$ cat config.mk
export PLATFORM = sky130hd
export DESIGN_NAME = tdma_reply_slot_selector_top_flat
export DESIGN_NICKNAME = d
export VERILOG_FILES = /design/src/rtl/trss_pkg.sv /design/src/rtl/trss_req_if.sv /design/src/rtl/trss_rsp_if.sv /design/src/rtl/tdma_reply_slot_selector_top.sv /design/src/rtl/trss_dpath.sv /design/src/rtl/trss_ctrl.sv /design/src/flat_wrapper.sv
export SDC_FILE = /design/constraint.sdc
export NUM_CORES = 1
export LEC_CHECK = 0
export BUFFER_PORTS_ARGS = -buffer_cell sky130_fd_sc_hd__buf_4
export CORE_MARGIN = 2
export CORE_UTILIZATION = 50
export CTS_BUF_LIST = sky130_fd_sc_hd__clkbuf_16
export CTS_CLUSTER_DIAMETER = 100
export DETAILED_ROUTE_END_ITERATION = 10
export PLACE_DENSITY = 0.69
export SLEW_MARGIN = 20
export SYNTH_ARGS = -nofsm -noshare
export SYNTH_HDL_FRONTEND = slang
export SYNTH_SLANG_ARGS = --single-unit
$ cat constraint.sdc
create_clock -name clk -period 11.8 [get_ports clk]
set_clock_uncertainty 0.1 [all_clocks]
set_input_delay 0 -clock clk [delete_from_list [all_inputs] [get_ports clk]]
set_output_delay 0 -clock clk [all_outputs]
set_load 0.01 [all_outputs]
$ cat src/rtl/trss_pkg.sv
// ----------------------------------------------------------------------------
// trss_pkg
// Shared types and constants of the reply slot selector: event codes, basis
// codes, and the command and status bundles between controller and datapath.
// ----------------------------------------------------------------------------
package trss_pkg;

  // Field widths
  localparam int FUNC_W  = 3;
  localparam int ADDR_W  = 16;
  localparam int DEV_W   = 32;
  localparam int UNITS_W = 8;
  localparam int SLOT_W  = 16;
  localparam int DELAY_W = 27;
  localparam int BASIS_W = 2;
  localparam int MS_W    = 11;

  // Event codes
  localparam logic [FUNC_W-1:0] FUNC_ADD_PREV = 3'd0;
  localparam logic [FUNC_W-1:0] FUNC_ADD_CURR = 3'd1;
  localparam logic [FUNC_W-1:0] FUNC_ADD_DEV  = 3'd2;
  localparam logic [FUNC_W-1:0] FUNC_WINDOW   = 3'd3;
  localparam logic [FUNC_W-1:0] FUNC_COMPUTE  = 3'd4;

  // Basis codes
  localparam logic [BASIS_W-1:0] BASIS_ADDR = 2'd0;
  localparam logic [BASIS_W-1:0] BASIS_DEV  = 2'd1;
  localparam logic [BASIS_W-1:0] BASIS_NONE = 2'd2;

  localparam logic [SLOT_W-1:0] NO_SLOT = 16'hffff;

  // Slot register load source
  typedef enum logic [2:0] {
    SLOT_HOLD     = 3'd0,
    SLOT_ZERO     = 3'd1,
    SLOT_IDX_A    = 3'd2,
    SLOT_PREV_CNT = 3'd3,
    SLOT_BEST     = 3'd4
  } slot_op_t;

  typedef struct packed {
    logic                load;
    logic                set_window;
    logic                a_clr;
    logic                a_inc;
    logic                b_clr;
    logic                b_inc;
    logic                ins_write;
    logic                dev_mode;
    logic                best_clr;
    logic                best_upd;
    slot_op_t            slot_op;
    logic                basis_we;
    logic [BASIS_W-1:0]  basis;
    logic                clr_curr;
    logic                clr_dev;
    logic                mul;
    logic                load_out;
  } cmd_t;

  typedef struct packed {
    logic curr_zero;
    logic prev_zero;
    logic dev_zero;
    logic window_valid;
    logic sel_zero;
    logic ins_match;
    logic addr_match;
    logic a_last;
    logic b_last;
    logic out_free;
  } sts_t;

endpackage

$ cat src/rtl/trss_req_if.sv
// ----------------------------------------------------------------------------
// trss_req_if
// Event channel: valid/ready handshake with the event payload.
// ----------------------------------------------------------------------------
interface trss_req_if import trss_pkg::*; ();

  logic               valid;
  logic               ready;
  logic [FUNC_W-1:0]  func;
  logic [ADDR_W-1:0]  address;
  logic [DEV_W-1:0]   device_id;
  logic [UNITS_W-1:0] init_units;
  logic [UNITS_W-1:0] slot_units;

  modport source (
    output valid, func, address, device_id, init_units, slot_units,
    input  ready
  );

  modport sink (
    input  valid, func, address, device_id, init_units, slot_units,
    output ready
  );

endinterface

$ cat src/rtl/trss_rsp_if.sv
// ----------------------------------------------------------------------------
// trss_rsp_if
// Result channel: valid/ready handshake with the chosen slot and delay.
// ----------------------------------------------------------------------------
interface trss_rsp_if import trss_pkg::*; ();

  logic               valid;
  logic               ready;
  logic [SLOT_W-1:0]  slot_index;
  logic [DELAY_W-1:0] delay_ms;
  logic [BASIS_W-1:0] basis;

  modport source (
    output valid, slot_index, delay_ms, basis,
    input  ready
  );

  modport sink (
    input  valid, slot_index, delay_ms, basis,
    output ready
  );

endinterface

$ cat src/rtl/tdma_reply_slot_selector_top.sv
// ----------------------------------------------------------------------------
// tdma_reply_slot_selector_top
// Reply timeslot selector for a slotted radio link.
// ----------------------------------------------------------------------------
// Events arrive on req (valid/ready): add a previous-round address, add a
// current address, add a device id, set the window, or compute. Only compute
// produces a transfer on rsp: slot_index, delay_ms and basis.
// Events are handled one at a time; req.ready is high only while idle.
// Work per event:
//   window or unused code: handled in the idle state
//   list add: straight to the append into an empty list, else a duplicate scan
//     over the entries already in the list, one entry per read and check
//     through the registered memory read; a duplicate ends the scan early
//   compute, address basis: in the worst case every previous-round and
//     current address pair, one address pair per read and check
//   compute, device basis: one pass over the device ids
//   compute, no basis: straight to the multiply and the result load
// The result sits in an output register; the next event is taken while it
// waits. A compute that finishes while that register is still full holds
// until rsp.ready frees it. Reset empties all lists, clears the window and
// drops any pending result; there is no clearing pass.
// ----------------------------------------------------------------------------
module tdma_reply_slot_selector_top import trss_pkg::*; #(
  parameter int LIST_DEPTH = 8
) (
  input  logic       clk,
  input  logic       rst,
  trss_req_if.sink   req,
  trss_rsp_if.source rsp
);

  cmd_t cmd;
  sts_t sts;
  logic ready;

  assign req.ready = ready;

  // Sequencer
  trss_ctrl u_ctrl (
    .clk      (clk),
    .rst      (rst),
    .in_valid (req.valid),
    .in_func  (req.func),
    .in_ready (ready),
    .cmd      (cmd),
    .sts      (sts)
  );

  // Storage and arithmetic
  trss_dpath #(
    .LIST_DEPTH (LIST_DEPTH)
  ) u_dpath (
    .clk            (clk),
    .rst            (rst),
    .cmd            (cmd),
    .sts            (sts),
    .req_func       (req.func),
    .req_address    (req.address),
    .req_device_id  (req.device_id),
    .req_init_units (req.init_units),
    .req_slot_units (req.slot_units),
    .rsp            (rsp)
  );

endmodule

$ cat src/rtl/trss_dpath.sv
// ----------------------------------------------------------------------------
// trss_dpath
// Datapath: the three lists in memories, their counts, scan counters, the
// window registers, the minimum tracker, the delay multiplier and the result
// register.
// ----------------------------------------------------------------------------
module trss_dpath import trss_pkg::*; #(
  parameter int LIST_DEPTH = 8
) (
  input  logic               clk,
  input  logic               rst,
  input  cmd_t               cmd,
  output sts_t               sts,
  input  logic [FUNC_W-1:0]  req_func,
  input  logic [ADDR_W-1:0]  req_address,
  input  logic [DEV_W-1:0]   req_device_id,
  input  logic [UNITS_W-1:0] req_init_units,
  input  logic [UNITS_W-1:0] req_slot_units,
  trss_rsp_if.source         rsp
);

  localparam int IW = (LIST_DEPTH > 1) ? $clog2(LIST_DEPTH) : 1;
  localparam int CW = $clog2(LIST_DEPTH + 1);

  typedef enum logic [1:0] {
    LIST_PREV = 2'd0,
    LIST_CURR = 2'd1,
    LIST_DEV  = 2'd2
  } list_t;

  // Latched event
  logic [FUNC_W-1:0] func_q;
  logic [ADDR_W-1:0] addr_q;
  logic [DEV_W-1:0]  dev_q;

  // List storage
  logic [ADDR_W-1:0] prev_mem [LIST_DEPTH];
  logic [ADDR_W-1:0] curr_mem [LIST_DEPTH];
  logic [DEV_W-1:0]  dev_mem  [LIST_DEPTH];
  logic [ADDR_W-1:0] prev_rd;
  logic [ADDR_W-1:0] curr_rd;
  logic [DEV_W-1:0]  dev_rd;
  logic [CW-1:0]     prev_count;
  logic [CW-1:0]     curr_count;
  logic [CW-1:0]     dev_count;

  // Scan counters
  logic [CW-1:0] idx_a;
  logic [CW-1:0] idx_b;
  logic [CW-1:0] curr_raddr;

  // Window
  logic [DEV_W-1:0] window_base;
  logic             window_valid;
  logic [MS_W-1:0]  init_ms;
  logic [MS_W-1:0]  slot_ms;

  // Slot selection and result
  logic signed [DEV_W-1:0] best;
  logic signed [DEV_W-1:0] diff;
  logic [SLOT_W-1:0]       slot;
  logic [BASIS_W-1:0]      basis;
  logic [DELAY_W-1:0]      prod;
  logic                    out_valid;
  logic [SLOT_W-1:0]       out_slot;
  logic [DELAY_W-1:0]      out_delay;
  logic [BASIS_W-1:0]      out_basis;

  list_t         sel;
  logic [CW-1:0] cnt_sel;
  logic          ins_match;
  logic          we_prev;
  logic          we_curr;
  logic          we_dev;

  // Pick the list the current operation works on
  always_comb begin
    if (func_q == FUNC_ADD_CURR) begin
      sel = LIST_CURR;
    end else if (func_q == FUNC_ADD_DEV || cmd.dev_mode) begin
      sel = LIST_DEV;
    end else begin
      sel = LIST_PREV;
    end
  end

  always_comb begin
    case (sel)
      LIST_PREV: begin
        cnt_sel   = prev_count;
        ins_match = (prev_rd == addr_q);
      end
      LIST_CURR: begin
        cnt_sel   = curr_count;
        ins_match = (curr_rd == addr_q);
      end
      LIST_DEV: begin
        cnt_sel   = dev_count;
        ins_match = (dev_rd == dev_q);
      end
      default: begin
        cnt_sel   = prev_count;
        ins_match = 1'b0;
      end
    endcase
  end

  assign sts.ins_match    = ins_match;
  assign sts.curr_zero    = (curr_count == '0);
  assign sts.prev_zero    = (prev_count == '0);
  assign sts.dev_zero     = (dev_count == '0);
  assign sts.window_valid = window_valid;
  assign sts.sel_zero     = (cnt_sel == '0);
  assign sts.addr_match   = (prev_rd == curr_rd);
  assign sts.a_last       = ((CW+1)'(idx_a) + (CW+1)'(1)) >= (CW+1)'(cnt_sel);
  assign sts.b_last       = ((CW+1)'(idx_b) + (CW+1)'(1)) >= (CW+1)'(curr_count);
  assign sts.out_free     = !out_valid || rsp.ready;

  // Latch the event payload
  always_ff @(posedge clk) begin
    if (cmd.load) begin
      addr_q <= req_address;
      dev_q  <= req_device_id;
    end
  end

  always_ff @(posedge clk) begin
    if (rst) begin
      func_q <= FUNC_ADD_PREV;
    end else if (cmd.load) begin
      func_q <= req_func;
    end
  end

  // Append only while the list has room
  assign we_prev = cmd.ins_write && (sel == LIST_PREV) && (prev_count < CW'(LIST_DEPTH));
  assign we_curr = cmd.ins_write && (sel == LIST_CURR) && (curr_count < CW'(LIST_DEPTH));
  assign we_dev  = cmd.ins_write && (sel == LIST_DEV) && (dev_count < CW'(LIST_DEPTH));

  assign curr_raddr = (func_q == FUNC_ADD_CURR) ? idx_a : idx_b;

  // List memories, registered reads
  always_ff @(posedge clk) begin
    if (we_prev) begin
      prev_mem[prev_count[IW-1:0]] <= addr_q;
    end
    prev_rd <= prev_mem[idx_a[IW-1:0]];
  end

  always_ff @(posedge clk) begin
    if (we_curr) begin
      curr_mem[curr_count[IW-1:0]] <= addr_q;
    end
    curr_rd <= curr_mem[curr_raddr[IW-1:0]];
  end

  always_ff @(posedge clk) begin
    if (we_dev) begin
      dev_mem[dev_count[IW-1:0]] <= dev_q;
    end
    dev_rd <= dev_mem[idx_a[IW-1:0]];
  end

  // Counts
  always_ff @(posedge clk) begin
    if (rst) begin
      prev_count <= '0;
      curr_count <= '0;
      dev_count  <= '0;
    end else begin
      if (we_prev) begin
        prev_count <= prev_count + CW'(1);
      end
      if (cmd.clr_curr) begin
        curr_count <= '0;
      end else if (we_curr) begin
        curr_count <= curr_count + CW'(1);
      end
      if (cmd.clr_dev) begin
        dev_count <= '0;
      end else if (we_dev) begin
        dev_count <= dev_count + CW'(1);
      end
    end
  end

  // Scan counters
  always_ff @(posedge clk) begin
    if (rst) begin
      idx_a <= '0;
      idx_b <= '0;
    end else begin
      if (cmd.a_clr) begin
        idx_a <= '0;
      end else if (cmd.a_inc) begin
        idx_a <= idx_a + CW'(1);
      end
      if (cmd.b_clr) begin
        idx_b <= '0;
      end else if (cmd.b_inc) begin
        idx_b <= idx_b + CW'(1);
      end
    end
  end

  // Window: lengths scaled by five as shift and add
  always_ff @(posedge clk) begin
    if (rst) begin
      window_base  <= '0;
      window_valid <= 1'b0;
      init_ms      <= '0;
      slot_ms      <= '0;
    end else if (cmd.set_window) begin
      window_base  <= req_device_id;
      window_valid <= 1'b1;
      init_ms      <= (MS_W'(req_init_units) << 2) + MS_W'(req_init_units);
      slot_ms      <= (MS_W'(req_slot_units) << 2) + MS_W'(req_slot_units);
    end else if (cmd.clr_dev) begin
      window_base  <= '0;
      window_valid <= 1'b0;
    end
  end

  // Track the smallest signed offset from the window base
  assign diff = $signed(dev_rd - window_base);

  always_ff @(posedge clk) begin
    if (cmd.best_clr) begin
      best <= $signed(DEV_W'(NO_SLOT));
    end else if (cmd.best_upd && (diff < best)) begin
      best <= diff;
    end
  end

  // Slot and basis
  always_ff @(posedge clk) begin
    case (cmd.slot_op)
      SLOT_ZERO:     slot <= '0;
      SLOT_IDX_A:    slot <= SLOT_W'(idx_a);
      SLOT_PREV_CNT: slot <= SLOT_W'(prev_count);
      SLOT_BEST: begin
        if (best == $signed(DEV_W'(NO_SLOT)) || best < 0) begin
          slot <= '0;
        end else begin
          slot <= best[SLOT_W-1:0];
        end
      end
      default:       slot <= slot;
    endcase
    if (cmd.basis_we) begin
      basis <= cmd.basis;
    end
  end

  // Slot length times slot, registered before the add
  always_ff @(posedge clk) begin
    if (cmd.mul) begin
      prod <= DELAY_W'(slot_ms) * DELAY_W'(slot);
    end
  end

  // Result register
  always_ff @(posedge clk) begin
    if (cmd.load_out) begin
      out_slot  <= slot;
      out_delay <= DELAY_W'(init_ms) + prod;
      out_basis <= basis;
    end
  end

  always_ff @(posedge clk) begin
    if (rst) begin
      out_valid <= 1'b0;
    end else if (cmd.load_out) begin
      out_valid <= 1'b1;
    end else if (rsp.ready) begin
      out_valid <= 1'b0;
    end
  end

  assign rsp.valid      = out_valid;
  assign rsp.slot_index = out_slot;
  assign rsp.delay_ms   = out_delay;
  assign rsp.basis      = out_basis;

  // Checks
  a_prev_bound: assert property (@(posedge clk) disable iff (rst)
    prev_count <= CW'(LIST_DEPTH))
    else $error("previous-round count beyond list depth");

  a_idx_bound: assert property (@(posedge clk) disable iff (rst)
    idx_a <= CW'(LIST_DEPTH - 1) && idx_b <= CW'(LIST_DEPTH - 1))
    else $error("scan index beyond list depth");

  a_load_valid: assert property (@(posedge clk) disable iff (rst)
    cmd.load_out |=> out_valid)
    else $error("result load did not raise valid");

  a_none_zero: assert property (@(posedge clk) disable iff (rst)
    out_valid && out_basis == BASIS_NONE |-> out_slot == '0)
    else $error("slot not zero without a basis");

  a_addr_slot: assert property (@(posedge clk) disable iff (rst)
    out_valid && out_basis == BASIS_ADDR |-> out_slot <= SLOT_W'(prev_count))
    else $error("address slot beyond previous-round count");

endmodule

$ cat src/rtl/trss_ctrl.sv
// ----------------------------------------------------------------------------
// trss_ctrl
// Controller: accepts events, sequences duplicate scans, the pairwise
// address match, the device offset scan and the delay calculation.
// ----------------------------------------------------------------------------
module trss_ctrl import trss_pkg::*; (
  input  logic              clk,
  input  logic              rst,
  input  logic              in_valid,
  input  logic [FUNC_W-1:0] in_func,
  output logic              in_ready,
  output cmd_t              cmd,
  input  sts_t              sts
);

  typedef enum logic [10:0] {
    S_IDLE    = 11'b000_0000_0001,
    S_INS_RD  = 11'b000_0000_0010,
    S_INS_CHK = 11'b000_0000_0100,
    S_INS_WR  = 11'b000_0000_1000,
    S_CMP_RD  = 11'b000_0001_0000,
    S_CMP_CHK = 11'b000_0010_0000,
    S_DEV_RD  = 11'b000_0100_0000,
    S_DEV_CHK = 11'b000_1000_0000,
    S_DEV_FIN = 11'b001_0000_0000,
    S_MUL     = 11'b010_0000_0000,
    S_OUT     = 11'b100_0000_0000
  } state_t;

  state_t state;
  state_t state_next;

  assign in_ready = (state == S_IDLE);

  always_ff @(posedge clk) begin
    if (rst) begin
      state <= S_IDLE;
    end else begin
      state <= state_next;
    end
  end

  // Next state and commands
  always_comb begin
    state_next = state;
    cmd        = '0;
    cmd.slot_op = SLOT_HOLD;
    cmd.basis   = BASIS_NONE;
    case (state)
      S_IDLE: begin
        if (in_valid) begin
          cmd.load  = 1'b1;
          cmd.a_clr = 1'b1;
          cmd.b_clr = 1'b1;
          case (in_func)
            FUNC_ADD_PREV, FUNC_ADD_CURR, FUNC_ADD_DEV: begin
              state_next = S_INS_RD;
            end
            FUNC_WINDOW: begin
              cmd.set_window = 1'b1;
            end
            FUNC_COMPUTE: begin
              cmd.basis_we = 1'b1;
              if (!sts.curr_zero) begin
                cmd.basis = BASIS_ADDR;
                if (sts.prev_zero) begin
                  cmd.slot_op  = SLOT_PREV_CNT;
                  cmd.clr_curr = 1'b1;
                  state_next   = S_MUL;
                end else begin
                  state_next = S_CMP_RD;
                end
              end else if (sts.window_valid) begin
                cmd.basis    = BASIS_DEV;
                cmd.best_clr = 1'b1;
                state_next   = sts.dev_zero ? S_DEV_FIN : S_DEV_RD;
              end else begin
                cmd.basis   = BASIS_NONE;
                cmd.slot_op = SLOT_ZERO;
                state_next  = S_MUL;
              end
            end
            default: begin
              state_next = S_IDLE;
            end
          endcase
        end
      end
      // Duplicate scan over the selected list
      S_INS_RD: begin
        state_next = sts.sel_zero ? S_INS_WR : S_INS_CHK;
      end
      S_INS_CHK: begin
        if (sts.ins_match) begin
          state_next = S_IDLE;
        end else if (sts.a_last) begin
          state_next = S_INS_WR;
        end else begin
          cmd.a_inc  = 1'b1;
          state_next = S_INS_RD;
        end
      end
      S_INS_WR: begin
        cmd.ins_write = 1'b1;
        state_next    = S_IDLE;
      end
      // Previous-round index outer, current list inner
      S_CMP_RD: begin
        state_next = S_CMP_CHK;
      end
      S_CMP_CHK: begin
        if (sts.addr_match) begin
          cmd.slot_op  = SLOT_IDX_A;
          cmd.clr_curr = 1'b1;
          state_next   = S_MUL;
        end else if (!sts.b_last) begin
          cmd.b_inc  = 1'b1;
          state_next = S_CMP_RD;
        end else if (!sts.a_last) begin
          cmd.a_inc  = 1'b1;
          cmd.b_clr  = 1'b1;
          state_next = S_CMP_RD;
        end else begin
          cmd.slot_op  = SLOT_PREV_CNT;
          cmd.clr_curr = 1'b1;
          state_next   = S_MUL;
        end
      end
      // Device offset minimum
      S_DEV_RD: begin
        cmd.dev_mode = 1'b1;
        state_next   = S_DEV_CHK;
      end
      S_DEV_CHK: begin
        cmd.dev_mode = 1'b1;
        cmd.best_upd = 1'b1;
        if (sts.a_last) begin
          state_next = S_DEV_FIN;
        end else begin
          cmd.a_inc  = 1'b1;
          state_next = S_DEV_RD;
        end
      end
      S_DEV_FIN: begin
        cmd.dev_mode = 1'b1;
        cmd.slot_op  = SLOT_BEST;
        cmd.clr_dev  = 1'b1;
        state_next   = S_MUL;
      end
      S_MUL: begin
        cmd.mul    = 1'b1;
        state_next = S_OUT;
      end
      // Hold until the result register is free
      S_OUT: begin
        if (sts.out_free) begin
          cmd.load_out = 1'b1;
          state_next   = S_IDLE;
        end
      end
      default: begin
        state_next = S_IDLE;
      end
    endcase
  end

  // Checks
  a_out_hold: assert property (@(posedge clk) disable iff (rst)
    state == S_OUT && !sts.out_free |=> state == S_OUT)
    else $error("pending result dropped while output busy");

  a_mul_next: assert property (@(posedge clk) disable iff (rst)
    state == S_MUL |=> state == S_OUT)
    else $error("multiply not followed by result load");

  a_accept_busy: assert property (@(posedge clk) disable iff (rst)
    in_valid && in_ready && in_func == FUNC_COMPUTE |=> !in_ready)
    else $error("compute event finished without a result");

endmodule
$ cat src/flat_wrapper.sv
// flat-port wrapper written by rule: the top's interface ports become plain ports
module tdma_reply_slot_selector_top_flat import trss_pkg::*;
#(
  parameter int LIST_DEPTH = 8
)
  (clk, rst, req_valid, req_func, req_address, req_device_id, req_init_units, req_slot_units, req_ready, rsp_valid, rsp_slot_index, rsp_delay_ms, rsp_basis, rsp_ready);
  trss_req_if req_i ();
  trss_rsp_if rsp_i ();
  input  logic clk;
  input  logic rst;
  input wire logic [$bits(req_i.valid)-1:0] req_valid;
  input wire logic [$bits(req_i.func)-1:0] req_func;
  input wire logic [$bits(req_i.address)-1:0] req_address;
  input wire logic [$bits(req_i.device_id)-1:0] req_device_id;
  input wire logic [$bits(req_i.init_units)-1:0] req_init_units;
  input wire logic [$bits(req_i.slot_units)-1:0] req_slot_units;
  output wire logic [$bits(req_i.ready)-1:0] req_ready;
  output wire logic [$bits(rsp_i.valid)-1:0] rsp_valid;
  output wire logic [$bits(rsp_i.slot_index)-1:0] rsp_slot_index;
  output wire logic [$bits(rsp_i.delay_ms)-1:0] rsp_delay_ms;
  output wire logic [$bits(rsp_i.basis)-1:0] rsp_basis;
  input wire logic [$bits(rsp_i.ready)-1:0] rsp_ready;
  assign req_i.valid = req_valid;
  assign req_i.func = req_func;
  assign req_i.address = req_address;
  assign req_i.device_id = req_device_id;
  assign req_i.init_units = req_init_units;
  assign req_i.slot_units = req_slot_units;
  assign req_ready = req_i.ready;
  assign rsp_valid = rsp_i.valid;
  assign rsp_slot_index = rsp_i.slot_index;
  assign rsp_delay_ms = rsp_i.delay_ms;
  assign rsp_basis = rsp_i.basis;
  assign rsp_i.ready = rsp_ready;
  tdma_reply_slot_selector_top #(.LIST_DEPTH(LIST_DEPTH)) u_core (.clk(clk), .rst(rst), .req(req_i), .rsp(rsp_i));
endmodule
==> impl_results.md, run 1 <==
- Vias in the first global route: 25,100
- Total power: around 6.4 mW
- Post-placement cell area: 42,500 um2
- Placed cell count: between 4,000 and 5,000
- Ys async rst share: 0%
- FF/Latch Area: around 23,000 um2
- Number of port buffers: between 100 and 150
- Clk_lat worst skew: between 0.6 and 0.7 ns
- Finished Core Util: 58.3%
- Post-synthesis cell area: 40,300 um2
- Max_slew headroom: around 23%
- Final #Nets: 3,544
- H-Tree Level Count: 3
- Power density over the cells: 138 nW/um2
- Ys flop type: edfxtp_1
- CTS Buffer Depth: 3
- Initial Utilization: 50.2%
- Drt drc: 0
- Wirelength per Cell: 21.3 um
- Post-CTS Hold Buffers: 129
- First-pass GRT wire length: 143 mm
- #FFs+latches synth: 836
- Ports: between 100 and 150
- Final instance area: between 40,000 and 50,000 um2
- Largest net degree at the start of global routing: 75
- GRT Util Overall: between 20% and 30%
- Worst vdd rail ir drop: 0.119 mV
- Fin cells: 4,317
- Worst-Margin Slew: around 1.1 ns
- Gates resized, CTS repair: 0
- Core Footprint: 80,200 um2
- Synth cell types: 70
- Outcome: finished clean
- Register area share after synthesis: 57.7%
- CTS Root Cell: clkbuf_16
- Crit-path max cell delay: about 0.72 ns
- Die Area: around 83,000 um2
- Pre-Repair DR Iteration Count: 5
- Cell count after synthesis: roughly 2,900
- CTS tree: built
- Fin. Hold Viols: 0
- Mapped Avg Cell Area: 13.8 um2
- Setup TNS: 0 ns
- Num CTS Buffers: 87
- Worst path slowest cell: dfxtp_1
- Hold slack: 0.0268 ns
- Die span in x: roughly 290 um
- Initial antenna violation count: 2
- Tmin final: 6.16 ns
- Post-synth net total: approximately 3,300
- CP Cell Sequence: nand2_1 > fa_1 > inv_1 > fa_1 > inv_1 > fa_1 > fa_1 > fa_1 > inv_1 > ha_1 > a2111oi_0 > a221o_1 > a21boi_0 > o21ai_0 > o21ai_0 > a21oi_1 > xnor2_1
- Post-route ant nets: 0
- Final critical-path share of the clock period: a little over half
- DR vias: 24,500
- Setup crit start kind: flop
- Top Family by Delay on Critical Path: adder cells
- Cell taking the most area after synthesis: edfxtp_1
- Critical Path RT: 12.10 ns
- Layout cells sized above 1: 16.0%
- Area of the multi-input gates: 15,700 um2
- CP endpoint kind: flop
- Endpoints failing setup: 0
- Post-DP HPWL: 60.1 mm
- Filler instances: 6,202
- Share of the synthesized area in the top cell type: 48.5%
- WL final: 92.0 mm
- Routability cong.: 0.883
- Vias per inst: 5.68
- Pre-CTS WS: 5.70 ns
- DRT iter0 DRCs: ~1,700
- Number of synthesized flops with an enable pin: 650
- Worst EP arrival: 6.46 ns
- Ys Warns: 0
- Reg clk slew, reported paths: 0.06 ns
- Kind of critical path: flop to flop
- Max Cap Violations: 0
- Grt total ovfl: 0
- Clock sink count: 836
- Lkg Pwr: roughly 17 nW
- Final worst slack: 5.64 ns
- Critical path buffers and inverters: 3
- Area delta synth->final: 16.1%
- Die H: about 290 um
- CP most frequent cell: fa_1
- Post-CTS Setup Bufs: 0
- Slew Limit Fails: 0
- CP max FO: 17
- Largest cells by area after synthesis: edfxtp_1 (48%), dfxtp_1 (9.3%), mux4_2 (7.2%)
- RSZ-0062 raised after global routing: no
- Achievable Freq: 0.162 GHz
- Row count: approximately 100
- Hold crit path type: input pin to flop
Yosys cell counts, types with 8 or more instances:
library cell / count
a211o_1: 18
a211oi_1: 15
a21o_1: 36
a21oi_1: 101
a221oi_1: 8
a22o_1: 33
a31oi_1: 9
and2_1: 79
and3_1: 17
buf_1: 15
buf_2: 9
clkbuf_1: 83
dfxtp_1: 186
edfxtp_1: 650
fa_1: 129
ha_1: 166
inv_1: 262
mux2_2: 64
mux2i_1: 26
mux4_2: 128
nand2_1: 227
nand2b_1: 21
nand3_1: 16
nand4_1: 28
nor2_1: 159
nor2b_1: 9
nor3_1: 32
nor3b_1: 12
nor4_1: 34
o211ai_1: 8
o21a_1: 8
o21ai_0: 64
o21bai_1: 17
xnor2_1: 67
xor2_1: 98
worst paths after layout:
kind | start | end | slack [ns] | depth (start not counted)
setup / recovery | u_core.u_dpath.slot_ms[2]$_SDFFE_PP0P_ | u_core.u_dpath.prod[26]$_DFFE_PP_ | 5.64 | 17
hold / removal | req_device_id[13] | u_core.u_dpath.window_base[13]$_SDFFE_PP0P_ | 0.03 | 3
setup reg to reg | u_core.u_dpath.slot_ms[2]$_SDFFE_PP0P_ | u_core.u_dpath.prod[26]$_DFFE_PP_ | 5.64 | 17
hold reg to reg | u_core.u_dpath.basis[1]$_SDFFCE_PN1P_ | u_core.u_dpath.rsp.basis[1]$_DFFE_PP_ | 0.30 | 0
worst min-delay path: stages:
cell	delay, ns
dlygate4sd3_1	0.53
buf_4	0.12
a22o_1	0.11
cells by family (layout without fill, tap and decap cells):
| family | Yosys count | after routing | share of synthesized area (%) |
|---|---|---|---|
| DFF | 836 | 836 | 57.7 |
| and+or+nand+nor | 668 | 668 | 8.04 |
| buffers and inverters | 370 | 711 | 3.50 |
| AOI/OAI and AO/OA | 358 | 358 | 5.95 |
| adders and majority gates | 295 | 295 | 11.6 |
| muxes | 218 | 218 | 9.60 |
| xor gates and xnor gates | 165 | 165 | 3.59 |
| other | 0 | 6 | 0 |
state kept, by name (all words and copies together) (netlist names), 11 cells and up:
name                           cells
u_core.u_dpath.dev_rd             32
u_core.u_dpath.rsp.delay_ms       27
u_core.u_dpath.window_base        32
u_core.u_ctrl.state               11
u_core.u_dpath.dev_q              32
u_core.u_dpath.curr_mem          128
u_core.u_dpath.prod               27
u_core.u_dpath.prev_rd            16
u_core.u_dpath.prev_mem          128
u_core.u_dpath.dev_mem           256
u_core.u_dpath.slot_ms            11
u_core.u_dpath.rsp.slot_index     16
u_core.u_dpath.slot               16
u_core.u_dpath.addr_q             16
u_core.u_dpath.curr_rd            16
u_core.u_dpath.best               32
u_core.u_dpath.init_ms            11
power by group:
part | total, mW | leakage [nW] | switching (mW) | internal (mW)
combinational | 0.354 | 8.38 | 0.195 | 0.158
sequential | 3.31 | 7.41 | 0.0773 | 3.23
clock | 2.77 | 1.47 | 1.17 | 1.60
total | 6.43 | 17.3 | 1.44 | 4.99
layer usage:
| metal | part of all wire, % | global-route usage (%) |
|---|---|---|
| met4 | 2.4 | 5.87 |
| met2 | 48 | 37.2 |
| met5 | 0.014 | 0 |
| met3 | 5.7 | 3.27 |
| met1 | 44 | 31.1 |
cell type report:
class,instances,area share [%]
sequential,836,49.8
antenna,6,0.0321
clock inverter,75,1.63
inverter,262,2.10
clock buffer,87,4.66
timing repair buffer,287,5.30
tap,1060,2.84
multi-input combinational,1704,33.7
cell usage in the layout (no fill, tap or decap), types with 10 or more instances in the layout:
cell	n
a21oi_1	101
nand3_1	16
buf_4	158
nor2_1	151
mux4_2	128
a211oi_1	15
dfxtp_1	183
edfxtp_1	650
a21o_1	36
nor3_2	10
nand2b_1	21
ha_1	166
clkinv_1	20
mux2i_1	23
mux2_2	64
clkinv_2	15
xor2_1	98
o21ai_0	64
xnor2_1	67
dlygate4sd3_1	129
nand2_1	227
bufinv_16	11
nand4_1	28
clkbuf_16	87
inv_1	277
a22o_1	33
o21bai_1	17
and3_1	17
and2_1	79
nor3b_1	12
nor3_1	25
nor4_1	34
fa_1	129
a211o_1	18
No activity file was read; power rests on OpenSTA's default activity.
==> run 2: changes to the inputs <==
Settings changed: ABC_AREA set to 1.
Clock period 11.8 ns to 6.2 ns, I/O delays scaled along.
==> run 2 against run 1 <==
Core utilization fell by 0.76 points. Sequential power is 89% higher. Maximum frequency is 12% higher. Worst hold slack got worse by 0.0091 ns. Combinational power increased by 87%. Count of clock-buffer cells in the layout rose by 2. Non-clock buffer count is 9 lower. Synthesized cell count rose by 44%.
==> impl_results.md, run 2 <==
- Outcome: finished clean
- CTS tree: built
- Vias in the first global route: 29,000 (+16%)
- DR vias: 30,000 (+22%)
- Slew Limit Fails: 0 (unchanged)
- Layout cells sized above 1: 8.14% (-7.9 points)
- Fin cells: 5,541 (+28%)
- Clk_lat worst skew: 0.65 ns (-0.02 ns)
- Reg clk slew, reported paths: 0.06 ns (about the same)
- Grt total ovfl: 0 (unchanged)
- Initial antenna violation count: 3 (+1)
- Post-synthesis cell area: 41,800 um2 (+3.8%)
- Final critical-path share of the clock period: 88.4% (+36 points)
- Fin. Hold Viols: 0 (unchanged)
- Num CTS Buffers: 87 (unchanged)
- Die H: 293 um (+1.9%)
- Number of port buffers: 117 (unchanged)
- Max FFs per register: 256 (unchanged)
- Vias per inst: 5.41 (-4.8%)
- Power density over the cells: 253 nW/um2 (+84%)
- GRT Util Overall: 23.9% (+1.5 points)
- Post-synth net total: 4,557 (+39%)
- Max Cap Violations: 0 (unchanged)
- CP endpoint kind: flop
- Count leader, synth: edfxtp_1
- Ports: 118 (unchanged)
- RSZ-0062 raised after global routing: no
- Cell taking the most area after synthesis: edfxtp_1
- CTS Buffer Depth: 3 (unchanged)
- Die Area: 85,900 um2 (+3.8%)
- Worst hold path stage count: 2 (-1)
- Lkg Pwr: 19.6 nW (+13%)
- First-pass GRT wire length: 161 mm (+13%)
- Number of synthesized flops with an enable pin: 650 (unchanged)
- Register area share after synthesis: 55.6% (-2.1 points)
- Synth cell types: 55 (-21%)
- CTS Root Cell: clkbuf_16
- Pre-Repair DR Iteration Count: 6 (+1)
- Hold Crit Start: req_address[3]
- Hold slack: 0.0177 ns (-0.00906 ns)
- Setup TNS: 0 ns (unchanged)
- Kind of critical path: flop to flop
- Setup crit start kind: flop
- Reg2reg setup slack: 0.72 ns (-4.92 ns)
- CP max FO: 17 (unchanged)
- Reg-to-Reg End: u_core.u_dpath.prod[22]$_DFFE_PP_
- Worst EP arrival: 5.76 ns (-0.70 ns)
- Ys async rst share: 0% (unchanged)
- Worst-Margin Slew: 1.07 ns (-0.0688 ns)
- Endpoints failing setup: 0 (unchanged)
- Max_slew headroom: 28.6% (+5.5 points)
- Area delta synth->final: 14.5%
- Critical Path RT: 6.48 ns (-5.62 ns)
- Largest net degree at the start of global routing: 99 (+32%)
- WHS Endpoint: u_core.u_dpath.addr_q[3]$_DFFE_PP_
- Initial Utilization: 50.3% (about the same)
- Row count: 106 (+1.9%)
- Core Footprint: 83,200 um2 (+3.7%)
- Most frequent cells in the layout: edfxtp_1 (650), nor2_1 (638), nand2_1 (615)
- Worst reg2reg path depth: 19 (+2)
- Tmin final: 5.48 ns (-0.683 ns)
- DRT iter0 DRCs: 2,685 (+62%)
- Drt drc: 0 (unchanged)
- Achievable Freq: 0.182 GHz (+12%)
- Worst vdd rail ir drop: 0.243 mV (+100%)
- Clock sink count: 836 (unchanged)
- Most frequent cells after synthesis: edfxtp_1 (650), nor2_1 (641), nand2_1 (615)
- Share of the synthesized area in the top cell type: 46.7% (-1.8 points)
- H-Tree Level Count: 3 (unchanged)
- Ys Warns: 0 (unchanged)
- Mapped Avg Cell Area: 9.97 um2 (-28%)
- #FFs+latches synth: 836 (unchanged)
- Most common cell after layout, fill and taps aside: edfxtp_1
- Final instance area: 47,800 um2 (+2.4%)
- WL final: 102 mm (+11%)
- Routability cong.: 0.941 (+6.6%)
- Hold crit path type: input pin to flop
- Finished Core Util: 57.5% (-0.76 points)
- Wirelength per Cell: 18.5 um (-13%)
- Ys flop type: edfxtp_1
- Cell count after synthesis: 4,191 (+44%)
- Final #Nets: 4,753 (+34%)
- Post-DP HPWL: 65.4 mm (+8.8%)
- Die span in x: 293 um (+1.9%)
- Reg-to-reg startpoint: u_core.u_dpath.slot_ms[2]$_SDFFE_PP0P_
- Largest cells by area after synthesis: edfxtp_1 (47%), dfxtp_1 (8.9%), fa_1 (6.2%)
- Post-placement cell area: 43,800 um2 (+3.1%)
- Post-route ant nets: 0 (unchanged)
- Placed cell count: 5,260 (+31%)
## run 2: timing repair
action                    4_1_cts  5_1_grt
resized for setup               0        0
hold buffers                  118        0
setup buffers                   0        0
hold endpoints to repair      149        0
## run 2: worst max path at each step
stage                                                        to  depth (start not counted)                                    from
final                         u_core.u_dpath.prod[22]$_DFFE_PP_                         19  u_core.u_dpath.slot_ms[2]$_SDFFE_PP0P_
after detailed placement      u_core.u_dpath.prod[22]$_DFFE_PP_                         19  u_core.u_dpath.slot_ms[2]$_SDFFE_PP0P_
after global placement        u_core.u_dpath.prod[21]$_DFFE_PP_                         21  u_core.u_dpath.slot_ms[2]$_SDFFE_PP0P_
after global routing          u_core.u_dpath.prod[21]$_DFFE_PP_                         21  u_core.u_dpath.slot_ms[2]$_SDFFE_PP0P_
after CTS                     u_core.u_dpath.prod[22]$_DFFE_PP_                         19  u_core.u_dpath.slot_ms[2]$_SDFFE_PP0P_
after floorplan           u_core.u_dpath.rsp.basis[0]$_DFFE_PP_                          5     u_core.u_ctrl.state[6]$_SDFFE_PP0P_
## run 2: kinds of logic after synthesis
family,synth area share [%]
fa+ha+maj,11.1
compound gates,8.92
flops,55.6
simple gates,15.4
xor+xnor,2.62
buf+inv,6.32
## run 2: layout make-up
cell class                      instances  area, um2
Multi-Input combinational cell       2664      16000
Tap cell                             1080       1350
Fill cell                            6914      35300
Antenna cell                            3       7.51
Clock inverter                         71        628
Timing Repair Buffer                  278       2380
Sequential cell                       836      23200
Inverter                              520       1960
Clock buffer                           89       2230
## run 2: critical path: stages, from the launching register on
cell and delay, ns:
dfxtp_1 0.75, nand2_1 0.17, fa_1 0.57, inv_1 0.05, fa_1 0.49, inv_1 0.06
fa_1 0.55, fa_1 0.43, fa_1 0.49, inv_1 0.04, ha_1 0.32, a21oi_1 0.18
nor2_1 0.06, nor2_1 0.14, o211ai_1 0.13, a21oi_1 0.26, o21bai_1 0.14, nand2_1 0.07
nand2_1 0.06, xor2_1 0.16
## run 2: metal layers
layer	part of all wire [%]	wire (um)	GRT usage, %
met3	5.1	5200	2.50
met4	2.5	2560	6.99
met2	48	48800	40.1
met5	0	0	0
met1	45	45800	33.2
## run 2: where the power goes
part / switching [mW] / internal [mW] / leakage (nW)
clock: 2.20 / 3.00 / 1.46
combinational: 0.392 / 0.269 / 10.7
sequential: 0.128 / 6.13 / 7.40
total: 2.72 / 9.39 / 19.6
## run 2: stage by stage
| step | worst slack (ns) | power, mW |
|---|---|---|
| 3_3_place_gp | 0.891 | 6.95 |
| 4_1_cts | 0.744 | 12.2 |
| 5_1_grt | 0.329 | 12.5 |
| 2_1_floorplan | 0.498 | 6.73 |
| 3_5_place_dp | 0.773 | 6.96 |
| 6_report | 0.720 | 12.1 |
